`src/tfb_div.sv`:
```
// ----------------------------------------------------------------------------
// tfb_div: unsigned restoring divider
// One quotient bit per cycle; done pulses as the last quotient bit is registered.
// ----------------------------------------------------------------------------
module tfb_div #(
  parameter int NUM_W = 46,
  parameter int DEN_W = 29
) (
  input  logic             clk_i,
  input  logic             rst_ni,
  input  logic             start_i,
  input  logic [NUM_W-1:0] num_i,
  input  logic [DEN_W-1:0] den_i,
  output logic             done_o,
  output logic [NUM_W-1:0] quot_o
);

  localparam int CntW = $clog2(NUM_W + 1);

  logic             busy_q, done_q;
  logic [CntW-1:0]  cnt_q;
  logic [NUM_W-1:0] num_q;
  logic [DEN_W-1:0] rem_q, den_q;
  logic [DEN_W:0]   trial;
  logic             qbit;

  always_comb begin
    trial = {rem_q, num_q[NUM_W-1]};
    qbit  = (trial >= {1'b0, den_q});
  end

  always_ff @(posedge clk_i or negedge rst_ni) begin
    if (!rst_ni) begin
      busy_q <= 1'b0;
      done_q <= 1'b0;
      cnt_q  <= '0;
    end else begin
      done_q <= 1'b0;
      if (start_i) begin
        busy_q <= 1'b1;
        cnt_q  <= '0;
      end else if (busy_q) begin
        if (cnt_q == CntW'(NUM_W - 1)) begin
          busy_q <= 1'b0;
          done_q <= 1'b1;
        end
        cnt_q <= cnt_q + 1'b1;
      end
    end
  end

  always_ff @(posedge clk_i) begin
    if (start_i) begin
      num_q <= num_i;
      den_q <= den_i;
      rem_q <= '0;
    end else if (busy_q) begin
      // shift numerator out, quotient in
      num_q <= {num_q[NUM_W-2:0], qbit};
      rem_q <= qbit ? DEN_W'(trial - {1'b0, den_q}) : trial[DEN_W-1:0];
    end
  end

  assign done_o = done_q;
  assign quot_o = num_q;

endmodule

```
`config.mk`:
```
export PLATFORM = sky130hd
export DESIGN_NAME = tfb_div
export DESIGN_NICKNAME = d
export VERILOG_FILES = /design/src/tfb_div.sv
export SDC_FILE = /design/constraint.sdc
export NUM_CORES = 1
export LEC_CHECK = 0
export ABC_AREA = 1
export BUFFER_PORTS_ARGS = -buffer_cell sky130_fd_sc_hd__buf_2
export CAP_MARGIN = 20
export CORE_MARGIN = 10
export CORE_UTILIZATION = 45
export CTS_CLUSTER_DIAMETER = 100
export CTS_CLUSTER_SIZE = 28
export DETAILED_ROUTE_END_ITERATION = 7
export PLACE_DENSITY = 0.67
export SLEW_MARGIN = 40
export SYNTH_ARGS = -nofsm -noshare
export SYNTH_HDL_FRONTEND = slang
export SYNTH_SLANG_ARGS = --single-unit
```
`constraint.sdc`:
```
create_clock -name clk_i -period 3.6 [get_ports clk_i]
set_input_delay 0 -clock clk_i [delete_from_list [all_inputs] [get_ports clk_i]]
set_output_delay 0 -clock clk_i [all_outputs]
set_load 0.03 [all_outputs]
```
==> impl_metrics.sql, run 1 <==
INSERT INTO impl_metrics (metric_group, metric, value, unit) VALUES
('run_status', 'outcome', 'completed', ''),
('cts', 'clk-insertion-delay-late', '0.37', 'ns'),
('cells_and_area', 'multi_input_comb_area', '3110', 'um^2'),
('setup_path', 'worst-path-max-fanout', '50', ''),
('die', 'design.die.area', '20300', 'um^2'),
('placed_design', 'place_worst_setup_slack', '0.944', 'ns'),
('placed_design', 'dp_hpwl', '13300', 'um'),
('route', 'via_count', '6352', ''),
('grt', 'grt_use_total', '0.184', ''),
('route', 'wirelength', '18600', 'um'),
('setup_path', 'critPathCaptureType', 'flip-flop', ''),
('cells_and_area', 'register_area', '3030', 'um^2'),
('cts', 'ctsResizeCount', '0', ''),
('synth', 'synth_top_cells_by_area', 'sky130_fd_sc_hd__edfxtp_1 (33%), sky130_fd_sc_hd__nand2_1 (23%), sky130_fd_sc_hd__dfxtp_1 (8.6%), sky130_fd_sc_hd__inv_1 (7.2%), sky130_fd_sc_hd__ha_1 (5.7%)', ''),
('pwr', 'netSwitchingPower', '0.871', 'mW'),
('pwr', 'clockPowerShare', '0.347', ''),
('timing', 'post-route-period-util', '0.726', ''),
('synth', 'ys_ff_latch', '112', ''),
('grt', 'grt_first_pass_wirelength', '30600', 'um'),
('die', 'dieWidth', '142', 'um'),
('timing', 'totalNegativeSetupSlack', '0', 'ns'),
('timing', 'timing_hold_violations_final', '0', ''),
('die', 'placementRows', '44', ''),
('cts', 'numCtsBuffers', '9', ''),
('synth', 'synth_top_flop_cell', 'sky130_fd_sc_hd__edfxtp_1', ''),
('synth', 'ys_seq_area_frac', '0.449', ''),
('timing', 'max_clock_skew', '0.0141', 'ns'),
('die', 'die_height', '142', 'um'),
('run', 'max_cap_viol_count', '0', ''),
('grt', 'grt_start_max_net_pins', '60', ''),
('synth', 'syn-instance-count', '947', ''),
('cts', 'clock_tree_from_tritoncts', 'done', ''),
('cells_and_area', 'n_fill_cell', '1326', ''),
('synth', 'post_synth_edffs', '75', ''),
('synth', 'post_synthesis_cell_area', '6750', 'um^2'),
('timing', 'setup_violations', '0', ''),
('synth', 'async_set_or_reset_register_ratio_after_synthesis', '0.0714', ''),
('setup_path', 'crit_required', '3.86', 'ns'),
('timing', 'achievable-frequency', '383', 'MHz'),
('timing', 'whs', '0.124', 'ns'),
('grt', 'first_global_vias', '6256', ''),
('route', 'postRouteAntennaNets', '0', ''),
('cts', 'clock_tree.buffer_depth', '2', ''),
('pwr', 'cell_internal_pwr', '2.22', 'mW'),
('timing', 'max_slew.worst_pin.slew', '0.699', 'ns'),
('synth', 'synth_top_area_frac', '0.334', ''),
('pwr', 'p_seq_frac', '0.485', ''),
('setup_path', 'setup.worst_path.start_class', 'flip-flop', ''),
('pwr', 'switching_share', '0.281', ''),
('cts', 'htree_num_levels', '3', ''),
('cts', 'tritoncts_num_sinks', '112', ''),
('pwr', 'vdd_drop_max', '328', 'uV'),
('route', 'drt_pass1_iterations', '5', ''),
('timing', 'layout_min_cycle_time', '2.61', 'ns'),
('die', 'core-area', '14600', 'um^2'),
('cells_and_area', 'layout-drive-gt1-share', '0.131', ''),
('cells_and_area', 'syn2layout_area_growth', '28.0', '%'),
('grt', 'gr-total-overflow', '0', ''),
('placed_design', 'io_buffers', '124', ''),
('synth', 'synth.lib_cells_used.distinct', '32', ''),
('cells_and_area', 'design.final.nets', '1256', ''),
('cts', 'ctsRootBufferMaster', 'sky130_fd_sc_hd__clkbuf_16', ''),
('route', 'drcViolationCount', '0', ''),
('grt', 'antenna_violations_before_repair', '1', ''),
('placed_design', 'placed_cells_incl_taps', '1241', ''),
('synth', 'number_of_warnings_printed_during_yosys_synthesis', '0', ''),
('setup_path', 'timing.critical_path.arrival', '2.88', 'ns'),
('timing', 'final_critical_path_setup_slack', '0.986', 'ns'),
('cts', 'clk_pin_slew_worst_paths', '0.08', 'ns'),
('pwr', 'combPwrFrac', '0.168', ''),
('timing', 'grt_setup_unrepaired', 'false', '');
-- cells in the final DEF (no fill, tap or decap) --
cell type,n
sky130_fd_sc_hd__a21oi_1,24
sky130_fd_sc_hd__a31oi_1,3
sky130_fd_sc_hd__and2_1,5
sky130_fd_sc_hd__and3_1,1
sky130_fd_sc_hd__buf_2,124
sky130_fd_sc_hd__buf_4,7
sky130_fd_sc_hd__bufinv_16,1
sky130_fd_sc_hd__clkbuf_1,1
sky130_fd_sc_hd__clkbuf_16,9
sky130_fd_sc_hd__clkinv_1,2
sky130_fd_sc_hd__dfrtp_1,8
sky130_fd_sc_hd__dfxtp_1,29
sky130_fd_sc_hd__diode_2,1
sky130_fd_sc_hd__dlygate4sd3_1,78
sky130_fd_sc_hd__edfxtp_1,75
sky130_fd_sc_hd__fa_1,1
sky130_fd_sc_hd__ha_1,31
sky130_fd_sc_hd__inv_1,129
sky130_fd_sc_hd__inv_2,1
sky130_fd_sc_hd__inv_6,1
sky130_fd_sc_hd__inv_8,4
sky130_fd_sc_hd__nand2_1,419
sky130_fd_sc_hd__nand3_1,49
sky130_fd_sc_hd__nand3_2,1
sky130_fd_sc_hd__nand3b_1,3
sky130_fd_sc_hd__nand4_1,8
sky130_fd_sc_hd__nor2_1,98
sky130_fd_sc_hd__nor2_2,3
sky130_fd_sc_hd__nor3_1,7
sky130_fd_sc_hd__o21a_1,2
sky130_fd_sc_hd__o21ai_0,11
sky130_fd_sc_hd__o21bai_1,1
sky130_fd_sc_hd__o22ai_1,1
sky130_fd_sc_hd__or2_0,1
sky130_fd_sc_hd__or2_1,1
sky130_fd_sc_hd__xnor2_1,10
sky130_fd_sc_hd__xor2_1,2
-- power by group through the flow --
stage | sequential [mW] | clock (mW) | combinational, mW
2_1_floorplan | 1.62 | 0 | 0.198
3_3_place_gp | 1.53 | 0 | 0.445
3_5_place_dp | 1.52 | 0 | 0.450
4_1_cts | 1.50 | 1.10 | 0.517
5_1_grt | 1.51 | 1.14 | 0.576
6_report | 1.50 | 1.07 | 0.519
-- final cells by class --
cell class / instances / share of cell area
Multi-Input combinational cell: 682 / 0.360
Inverter: 132 / 0.0574
Timing Repair Buffer: 209 / 0.168
Antenna cell: 1 / 0.000290
Clock buffer: 10 / 0.0265
Clock inverter: 6 / 0.00971
Sequential cell: 112 / 0.351
Tap cell: 184 / 0.0267
-- cells in the mapped netlist (8+ instances only) --
cell type                  count
sky130_fd_sc_hd__nand2_1     419
sky130_fd_sc_hd__inv_1       130
sky130_fd_sc_hd__nor2_1       99
sky130_fd_sc_hd__edfxtp_1     75
sky130_fd_sc_hd__nand3_1      49
sky130_fd_sc_hd__ha_1         31
sky130_fd_sc_hd__dfxtp_1      29
sky130_fd_sc_hd__a21oi_1      24
sky130_fd_sc_hd__clkbuf_1     14
sky130_fd_sc_hd__o21ai_0      11
sky130_fd_sc_hd__xnor2_1      10
sky130_fd_sc_hd__dfrtp_1       8
sky130_fd_sc_hd__nand4_1       8
-- timing repair --
| action | in CTS | in global routing |
|---|---|---|
| hold buffers | 78 | 0 |
| endpoints found under the hold margin | 83 | 0 |
| setup endpoints to repair | 0 | 0 |
| buffers inserted | 0 | 0 |
-- path summary, 6_finish.rpt --
| path | to | cells after the start | slack (ns) | start |
|---|---|---|---|---|
| worst max-delay path | rem_q[22] | 16 | 0.99 | quot_o[45] |
| worst min-delay path | den_q[4] | 1 | 0.12 | start_i |
| worst max register to register | rem_q[22] | 16 | 0.99 | quot_o[45] |
| worst min register to register | rem_q[26] | 2 | 0.48 | rem_q[26] |
| max in group asynchronous | cnt_q[4] | 4 | 2.27 | rst_ni |
| min in group asynchronous | cnt_q[1] | 3 | 0.52 | rst_ni |
-- flip-flops by register name (all words and copies together) (netlist names) --
| signal | cells |
|---|---|
| quot_o | 46 |
| den_q | 29 |
| rem_q | 29 |
| cnt_q | 6 |
| busy_q | 1 |
| done_o | 1 |
-- cells by family after synthesis --
family / after synthesis / share of synthesized area
AOI/OAI and AO/OA: 42 / 0.0330
DFF: 112 / 0.449
xor gates and xnor gates: 12 / 0.0156
and+or+nand+nor: 596 / 0.351
buffers and inverters: 153 / 0.0903
adders and majority gates: 32 / 0.0604
-- stage by stage --
stage               cell area (um^2)  utilization  power [mW]
floorplan                       6750            -        1.81
global placement                7540        0.517        1.97
detailed placement              7540        0.517        1.97
CTS                             8630        0.592        3.12
global route                    8640        0.592        3.22
finish                          8640        0.592        3.09
-- worst max-delay path, cell delays in order, from the launching register on --
cell and delay [ns]:
sky130_fd_sc_hd__edfxtp_1 0.34, sky130_fd_sc_hd__inv_1 0.05, sky130_fd_sc_hd__ha_1 0.19, sky130_fd_sc_hd__inv_1 0.11, sky130_fd_sc_hd__fa_1 0.22, sky130_fd_sc_hd__nand2_1 0.07
sky130_fd_sc_hd__nand3_1 0.11, sky130_fd_sc_hd__nand3_1 0.08, sky130_fd_sc_hd__nand2_1 0.13, sky130_fd_sc_hd__nand2_1 0.06, sky130_fd_sc_hd__nand2_1 0.10, sky130_fd_sc_hd__nand2_1 0.07
sky130_fd_sc_hd__nand3_2 0.13, sky130_fd_sc_hd__buf_4 0.47, sky130_fd_sc_hd__nand3_1 0.20, sky130_fd_sc_hd__nand2_1 0.11, sky130_fd_sc_hd__nand2_1 0.06
-- layer usage --
| layer | vias up | wire length (um) | track usage |
|---|---|---|---|
| met3 | 24 | 1540 | 0.0621 |
| met5 | - | 0 | 0 |
| met4 | 0 | 316 | 0.0543 |
| li1 | 3336 | - | - |
| met1 | 2789 | 8060 | 0.227 |
| met2 | 203 | 8690 | 0.298 |
Note: power is estimated with default switching activity, not from simulation.
==> run 2, diff against run 1 <==
PLACE_DENSITY = 0.69   (was 0.67)
clock period = 2.2 ns   (was 3.6 ns; I/O delays follow)
==> run 2 against run 1 <==
The run now ends with setup timing left. Clock power is 50% higher. Sequential cell count stayed put. Global-route usage grew 1.3 points.
==> impl_metrics.sql, run 2 (synthesis results as in run 1) <==
INSERT INTO impl_metrics (metric_group, metric, value, unit) VALUES
('run_status', 'outcome', 'finished with violations', ''),
('run_status', 'violated_checks', 'setup timing', ''),
('timing', 'grt_setup_unrepaired', 'true', ''),
('setup_path', 'critPathCaptureType', 'flip-flop', ''),
('pwr', 'cellLeakagePower', '4.70', 'nW'),
('setup_path', 'worst_setup_path_type', 'reg -> reg', ''),
('timing', 'timing_hold_violations_final', '0', ''),
('placed_design', 'dp_hpwl', '13400', 'um'),
('timing', 'max_clock_skew', '0.0125', 'ns'),
('setup_path', 'setup.worst_path.start_class', 'flip-flop', ''),
('cts', 'ctsRootBufferMaster', 'sky130_fd_sc_hd__clkbuf_16', ''),
('timing', 'layout_min_cycle_time', '2.23', 'ns'),
('route', 'via_per_inst', '4.88', ''),
('setup_path', 'crit_required', '2.47', 'ns'),
('route', 'routed_wire_length_per_instance', '14.4', 'um'),
('timing', 'whs', '0.00707', 'ns'),
('cells_and_area', 'largest_register_ffs', '46', ''),
('timing', 'slew_headroom', '0.572', ''),
('cts', 'clk_pin_slew_worst_paths', '0.08', 'ns'),
('timing', 'post-route-period-util', '1.01', ''),
('cells_and_area', 'mostFrequentLayoutCell', 'sky130_fd_sc_hd__nand2_1', ''),
('placed_design', 'globalplace.congestion', '0.946', ''),
('cells_and_area', 'n_fill_cell', '1266', ''),
('cells_and_area', 'post-route-util', '0.633', ''),
('grt', 'grt_start_max_net_pins', '60', ''),
('die', 'design.die.area', '20300', 'um^2'),
('timing', 'final_critical_path_setup_slack', '-0.0301', 'ns'),
('setup_path', 'max_stage_delay_on_crit_path', '0.39', 'ns'),
('grt', 'grt_first_pass_wirelength', '32900', 'um'),
('placed_design', 'place_worst_setup_slack', '-0.0641', 'ns'),
('grt', 'grt_use_total', '0.197', ''),
('grt', 'first_global_vias', '6880', ''),
('grt', 'gr-total-overflow', '0', ''),
('die', 'floorplan.initialDensity', '0.463', ''),
('route', 'wirelength', '19600', 'um'),
('timing', 'slew_violations', '0', ''),
('route', 'postRouteAntennaNets', '0', ''),
('grt', 'antenna_violations_before_repair', '1', ''),
('die', 'placementRows', '44', ''),
('cells_and_area', 'final_cell_mix', 'sky130_fd_sc_hd__nand2_1 (402), sky130_fd_sc_hd__inv_1 (127), sky130_fd_sc_hd__buf_2 (124)', ''),
('setup_path', 'crit_top_cell', 'sky130_fd_sc_hd__nand2_2', ''),
('route', 'via_count', '6666', ''),
('die', 'die_height', '142', 'um'),
('cts', 'tritoncts_num_sinks', '112', ''),
('placed_design', 'postPlaceCellArea', '7760', 'um^2'),
('cts', 'clk-insertion-delay-late', '0.37', 'ns'),
('cells_and_area', 'layout-drive-gt1-share', '0.208', ''),
('cts', 'clock_tree_from_tritoncts', 'done', ''),
('route', 'drt_iter0_markers', '380', ''),
('cts', 'clock_tree.buffer_depth', '2', ''),
('die', 'core-area', '14600', 'um^2'),
('timing', 'achievable-frequency', '448', 'MHz'),
('route', 'drcViolationCount', '0', ''),
('setup_path', 'worstPathCellList', 'inv_2, ha_4, inv_2, fa_2, nand2_2, nand3_2, nand3_2, nand2_2, nand2_2, nand2_2, nand2_2, nand3_4, buf_12, buf_12, nor2_1, nor2_1, nand2_1, nand2_1', ''),
('setup_path', 'critical-path-slowest-cell', 'sky130_fd_sc_hd__edfxtp_1', ''),
('cts', 'numCtsBuffers', '9', ''),
('route', 'drt_pass1_iterations', '4', ''),
('run', 'max_cap_viol_count', '0', ''),
('min_path', 'holdCritPathClass', 'in -> async', ''),
('pwr', 'power_density', '542', 'nW/um^2'),
('cells_and_area', 'syn2layout_area_growth', '36.8', '%'),
('cells_and_area', 'design.final.nets', '1285', ''),
('cells_and_area', 'fin_area', '9230', 'um^2'),
('placed_design', 'io_buffers', '124', ''),
('timing', 'setup_violations', '4', ''),
('setup_path', 'timing.critical_path.arrival', '2.50', 'ns'),
('pwr', 'vdd_drop_max', '479', 'uV'),
('timing', 'max_slew.worst_pin.slew', '0.642', 'ns'),
('setup_path', 'worst-path-max-fanout', '24', ''),
('cts', 'htree_num_levels', '3', ''),
('pwr', 'power.total', '5.00', 'mW'),
('die', 'floorplan.io_pins', '125', ''),
('die', 'dieWidth', '142', 'um');
## run 2: through the flow
stage,setup TNS (ns),cells
3_5_place_dp,-0.416,1263
4_1_cts,-0.313,1364
2_1_floorplan,-2.05,947
3_3_place_gp,0,1263
5_1_grt,-3.72,1365
6_report,-0.0387,1367
## run 2: final timing paths
path                            start  endpoint  cells after the start  slack, ns
min                            rst_ni  cnt_q[3]                      2      0.007
min reg2reg                  rem_q[4]  rem_q[4]                      2       0.48
min in group clk_i            start_i  den_q[3]                      1       0.12
max                        quot_o[45]  rem_q[7]                     18      -0.03
max reg2reg                quot_o[45]  rem_q[7]                     18      -0.03
max in group asynchronous      rst_ni    busy_q                      2       2.03
## run 2: worst max-delay path, delay by kind of cell, from the launching register on
family                     cells  cell delay (ns)
buffers and inverters          4             0.44
adders and majority gates      2             0.47
DFF                            1             0.39
and+or+nand+nor               12             0.81
## run 2: metal layers
| layer | track usage | vias up | share of wire | routed length (um) |
|---|---|---|---|---|
| met3 | 0.0694 | 46 | 0.069 | 1370 |
| met1 | 0.234 | 3025 | 0.43 | 8440 |
| met2 | 0.325 | 193 | 0.47 | 9260 |
| li1 | - | 3402 | - | - |
| met5 | 0 | - | 0 | 0 |
| met4 | 0.0650 | 0 | 0.029 | 568 |
## run 2: final cells by class
| type | instances | area, um^2 | share of cell area |
|---|---|---|---|
| inverter | 132 | 495 | 0.0537 |
| tap | 184 | 230 | 0.0249 |
| antenna | 3 | 7.51 | 0.000814 |
| sequential | 112 | 3030 | 0.329 |
| clock inverter | 6 | 50.0 | 0.00542 |
| multi-input combinational | 682 | 3410 | 0.369 |
| timing repair buffer | 238 | 1770 | 0.192 |
| clock buffer | 10 | 229 | 0.0248 |
## run 2: what timing repair did
action                                  in CTS  in global routing
hold buffers                                76                  0
gates cloned                                 3                  0
pin swaps                                    6                 13
endpoints found under the setup margin      23                 30
buffers inserted                             6                  1
hold endpoints to repair                    83                  0
gates resized for setup                     34                 45
## run 2: power breakdown
group          internal [mW]  switching, mW  leakage (nW)
logic                  0.379          0.555          3.44
registers               2.39         0.0665          1.13
clock network          0.787          0.827         0.135
total                   3.56           1.45          4.70
==> run 3, diff against run 2 <==
CAP_MARGIN = not set   (was 20)
PLACE_DENSITY = 0.75   (was 0.69)
==> run 3 against run 2 <==
The run now ends clean. Utilization down 0.051 points. Global-route usage up 0.22 points. Die area unchanged. Total power increased by 3.4%. Register-to-register slack gained 0.03 ns. Critical path depth is 1 lower. Maximum frequency increased by 1.4%. Sequential share of layout area about the same. Via count increased by 1.7%. Clock-buffer cell count decreased by 1. Critical endpoint is now rem_q[13].
==> impl_metrics.sql, run 3 (synthesis results as in run 1) <==
INSERT INTO impl_metrics (metric_group, metric, value, unit) VALUES
('grt', 'grt_use_total', '0.199', ''),
('pwr', 'power_density', '561', 'nW/um^2'),
('route', 'drcViolationCount', '0', ''),
('placed_design', 'globalplace.congestion', '0.967', ''),
('cells_and_area', 'final_cell_mix', 'sky130_fd_sc_hd__nand2_1 (402), sky130_fd_sc_hd__inv_1 (127), sky130_fd_sc_hd__buf_2 (124)', ''),
('setup_path', 'critPathCaptureType', 'flip-flop', ''),
('setup_path', 'critical-path-slowest-cell', 'sky130_fd_sc_hd__edfxtp_1', ''),
('route', 'wirelength', '20300', 'um'),
('timing', 'max_slew.worst_pin.slew', '0.627', 'ns'),
('pwr', 'cellLeakagePower', '4.76', 'nW'),
('cells_and_area', 'layout-drive-gt1-share', '0.208', ''),
('setup_path', 'critical_path.startpoint', 'quot_o[45]', ''),
('setup_path', 'rr_startpoint', 'quot_o[45]', ''),
('cts', 'clk_pin_slew_worst_paths', '0.08', 'ns'),
('die', 'floorplan.io_pins', '125', ''),
('run_status', 'outcome', 'completed', ''),
('route', 'drt_iter0_markers', '464', ''),
('pwr', 'power.total', '5.17', 'mW'),
('run', 'max_cap_viol_count', '0', ''),
('setup_path', 'timing.critical_path.arrival', '2.51', 'ns'),
('setup_path', 'worst-path-max-fanout', '8', ''),
('timing', 'totalNegativeSetupSlack', '0', 'ns'),
('cts', 'tritoncts_num_sinks', '112', ''),
('pwr', 'netSwitchingPower', '1.57', 'mW'),
('grt', 'grt_start_max_net_pins', '58', ''),
('grt', 'grt_first_pass_wirelength', '33300', 'um'),
('die', 'core-area', '14600', 'um^2'),
('route', 'routed_wire_length_per_instance', '14.8', 'um'),
('pwr', 'switching_share', '0.304', ''),
('timing', 'final_critical_path_setup_slack', '0.00118', 'ns'),
('cts', 'clock_tree.buffer_depth', '2', ''),
('grt', 'first_global_vias', '6965', ''),
('setup_path', 'worstReg2RegEnd', 'rem_q[13]', ''),
('die', 'floorplan.initialDensity', '0.463', ''),
('timing', 'grt_setup_unrepaired', 'true', ''),
('cells_and_area', 'design.final.nets', '1285', ''),
('min_path', 'holdCritPathClass', 'in -> reg', ''),
('grt', 'antenna_violations_before_repair', '1', ''),
('setup_path', 'top_family_by_delay_on_critical_path', 'simple AND/OR/NAND/NOR gates', ''),
('pwr', 'clockPowerShare', '0.343', ''),
('cells_and_area', 'layoutNonFillerInstCount', '1365', ''),
('timing', 'post-route-period-util', '0.999', ''),
('timing', 'slew_headroom', '0.582', ''),
('placed_design', 'dp_hpwl', '13500', 'um'),
('placed_design', 'io_buffers', '124', ''),
('setup_path', 'setup.worst_path.start_class', 'flip-flop', ''),
('die', 'design.die.area', '20300', 'um^2'),
('pwr', 'cell_internal_pwr', '3.60', 'mW'),
('die', 'placementRows', '44', ''),
('min_path', 'timing.hold.worst.start', 'start_i', ''),
('route', 'via_per_inst', '4.97', ''),
('setup_path', 'worst_setup_path_type', 'reg -> reg', ''),
('route', 'drt_pass1_iterations', '5', ''),
('die', 'dieWidth', '142', 'um'),
('cts', 'clk-insertion-delay-late', '0.37', 'ns'),
('cells_and_area', 'largest_register_ffs', '46', ''),
('pwr', 'p_seq_frac', '0.476', ''),
('setup_path', 'worstPathCellList', 'inv_2, ha_4, inv_2, fa_2, nand2_2, nand3_2, nand3_2, nand2_4, nand2_4, nand2_4, nand2_4, nand3_4, buf_12, buf_16, nand3b_1, nand2_1, nand2_1', ''),
('setup_path', 'worst_setup_path_endpoint', 'rem_q[13]', ''),
('timing', 'setup_violations', '0', ''),
('setup_path', 'critical_path_depth', '17', ''),
('placed_design', 'placed_cells_incl_taps', '1261', ''),
('timing', 'max_clock_skew', '0.0177', 'ns'),
('die', 'die_height', '142', 'um'),
('placed_design', 'place_worst_setup_slack', '-0.0250', 'ns'),
('route', 'postRouteAntennaNets', '0', ''),
('cells_and_area', 'mostFrequentLayoutCell', 'sky130_fd_sc_hd__nand2_1', ''),
('cts', 'htree_num_levels', '3', ''),
('timing', 'achievable-frequency', '455', 'MHz'),
('cts', 'clock_tree_from_tritoncts', 'done', ''),
('grt', 'gr-total-overflow', '0', ''),
('setup_path', 'crit_required', '2.51', 'ns'),
('route', 'via_count', '6778', ''),
('setup_path', 'count_of_cells_along_the_worst_register_to_register_path', '17', ''),
('setup_path', 'worst-r2r-setup-slack', '0.001', 'ns'),
('timing', 'whs', '0.0485', 'ns'),
('timing', 'slew_violations', '0', ''),
('timing', 'timing_hold_violations_final', '0', ''),
('setup_path', 'path_buf_inv', '4', ''),
('cts', 'numCtsBuffers', '9', ''),
('cells_and_area', 'syn2layout_area_growth', '36.6', '%'),
('pwr', 'vdd_drop_max', '466', 'uV'),
('setup_path', 'max_stage_delay_on_crit_path', '0.40', 'ns'),
('timing', 'layout_min_cycle_time', '2.20', 'ns'),
('cts', 'ctsRootBufferMaster', 'sky130_fd_sc_hd__clkbuf_16', ''),
('pwr', 'combPwrFrac', '0.181', ''),
('setup_path', 'crit_top_cell', 'sky130_fd_sc_hd__nand2_4', '');
[run 3: cell types whose count changed in the layout (fill, tap and decap cells not counted), sizes merged]
| cell | change |
|---|---|
| clkbuf | -1 |
| dlygate4sd3 | +2 |
| clkinv | +3 |
| diode | -2 |
| inv | -1 |
| clkinvlp | -1 |
| buf | -2 |
[run 3: layout make-up]
type                            count  area [um^2]
Antenna cell                        1         2.50
Clock buffer                        9          225
Clock inverter                      7          101
Fill cell                        1190         5370
Inverter                          132          495
Multi-Input combinational cell    682         3380
Sequential cell                   112         3030
Tap cell                          184          230
Timing Repair Buffer              238         1750
[run 3: power groups by stage]
stage	combinational (mW)	clock (mW)	sequential, mW
floorplan	0.327	0	2.65
global placement	0.766	0	2.49
detailed placement	0.775	0	2.50
CTS	0.901	1.81	2.46
global route	1.03	1.88	2.47
finish	0.938	1.77	2.46
[run 3: routing by layer]
| layer | share of wire | vias up | GRT usage |
|---|---|---|---|
| li1 | - | 3396 | - |
| met1 | 0.42 | 3081 | 0.236 |
| met2 | 0.48 | 260 | 0.331 |
| met3 | 0.085 | 41 | 0.0711 |
| met4 | 0.022 | 0 | 0.0612 |
| met5 | 0 | - | 0 |
[run 3: tightest hold or removal path: stages]
cell	delay (ns)
sky130_fd_sc_hd__buf_2	0.13
sky130_fd_sc_hd__clkinv_1	0.10
sky130_fd_sc_hd__nand2_1	0.06
sky130_fd_sc_hd__nor2_1	0.07
[run 3: what timing repair did]
item	CTS	global route
hold buffers	78	0
pin swaps	10	9
hold endpoints to repair	83	0
endpoints found under the setup margin	27	30
buffers inserted	7	1
gates resized for setup	25	52
gates cloned	3	0
[run 3: how the worst min path moves through the flow]
stage | depth (start not counted) | slack, ns | to
2_1_floorplan | 0 | -0.30 | busy_q
3_3_place_gp | 1 | -0.15 | cnt_q[5]
3_5_place_dp | 1 | -0.15 | cnt_q[3]
4_1_cts | 4 | 0.05 | cnt_q[0]
5_1_grt | 4 | 0.10 | cnt_q[0]
6_report | 4 | 0.05 | cnt_q[0]
[run 3: stage by stage]
step / area [um^2] / utilization
final: 9220 / 0.632
after global routing: 9220 / 0.632
after CTS: 9070 / 0.622
after global placement: 7730 / 0.530
after floorplan: 6760 / -
after detailed placement: 7730 / 0.530
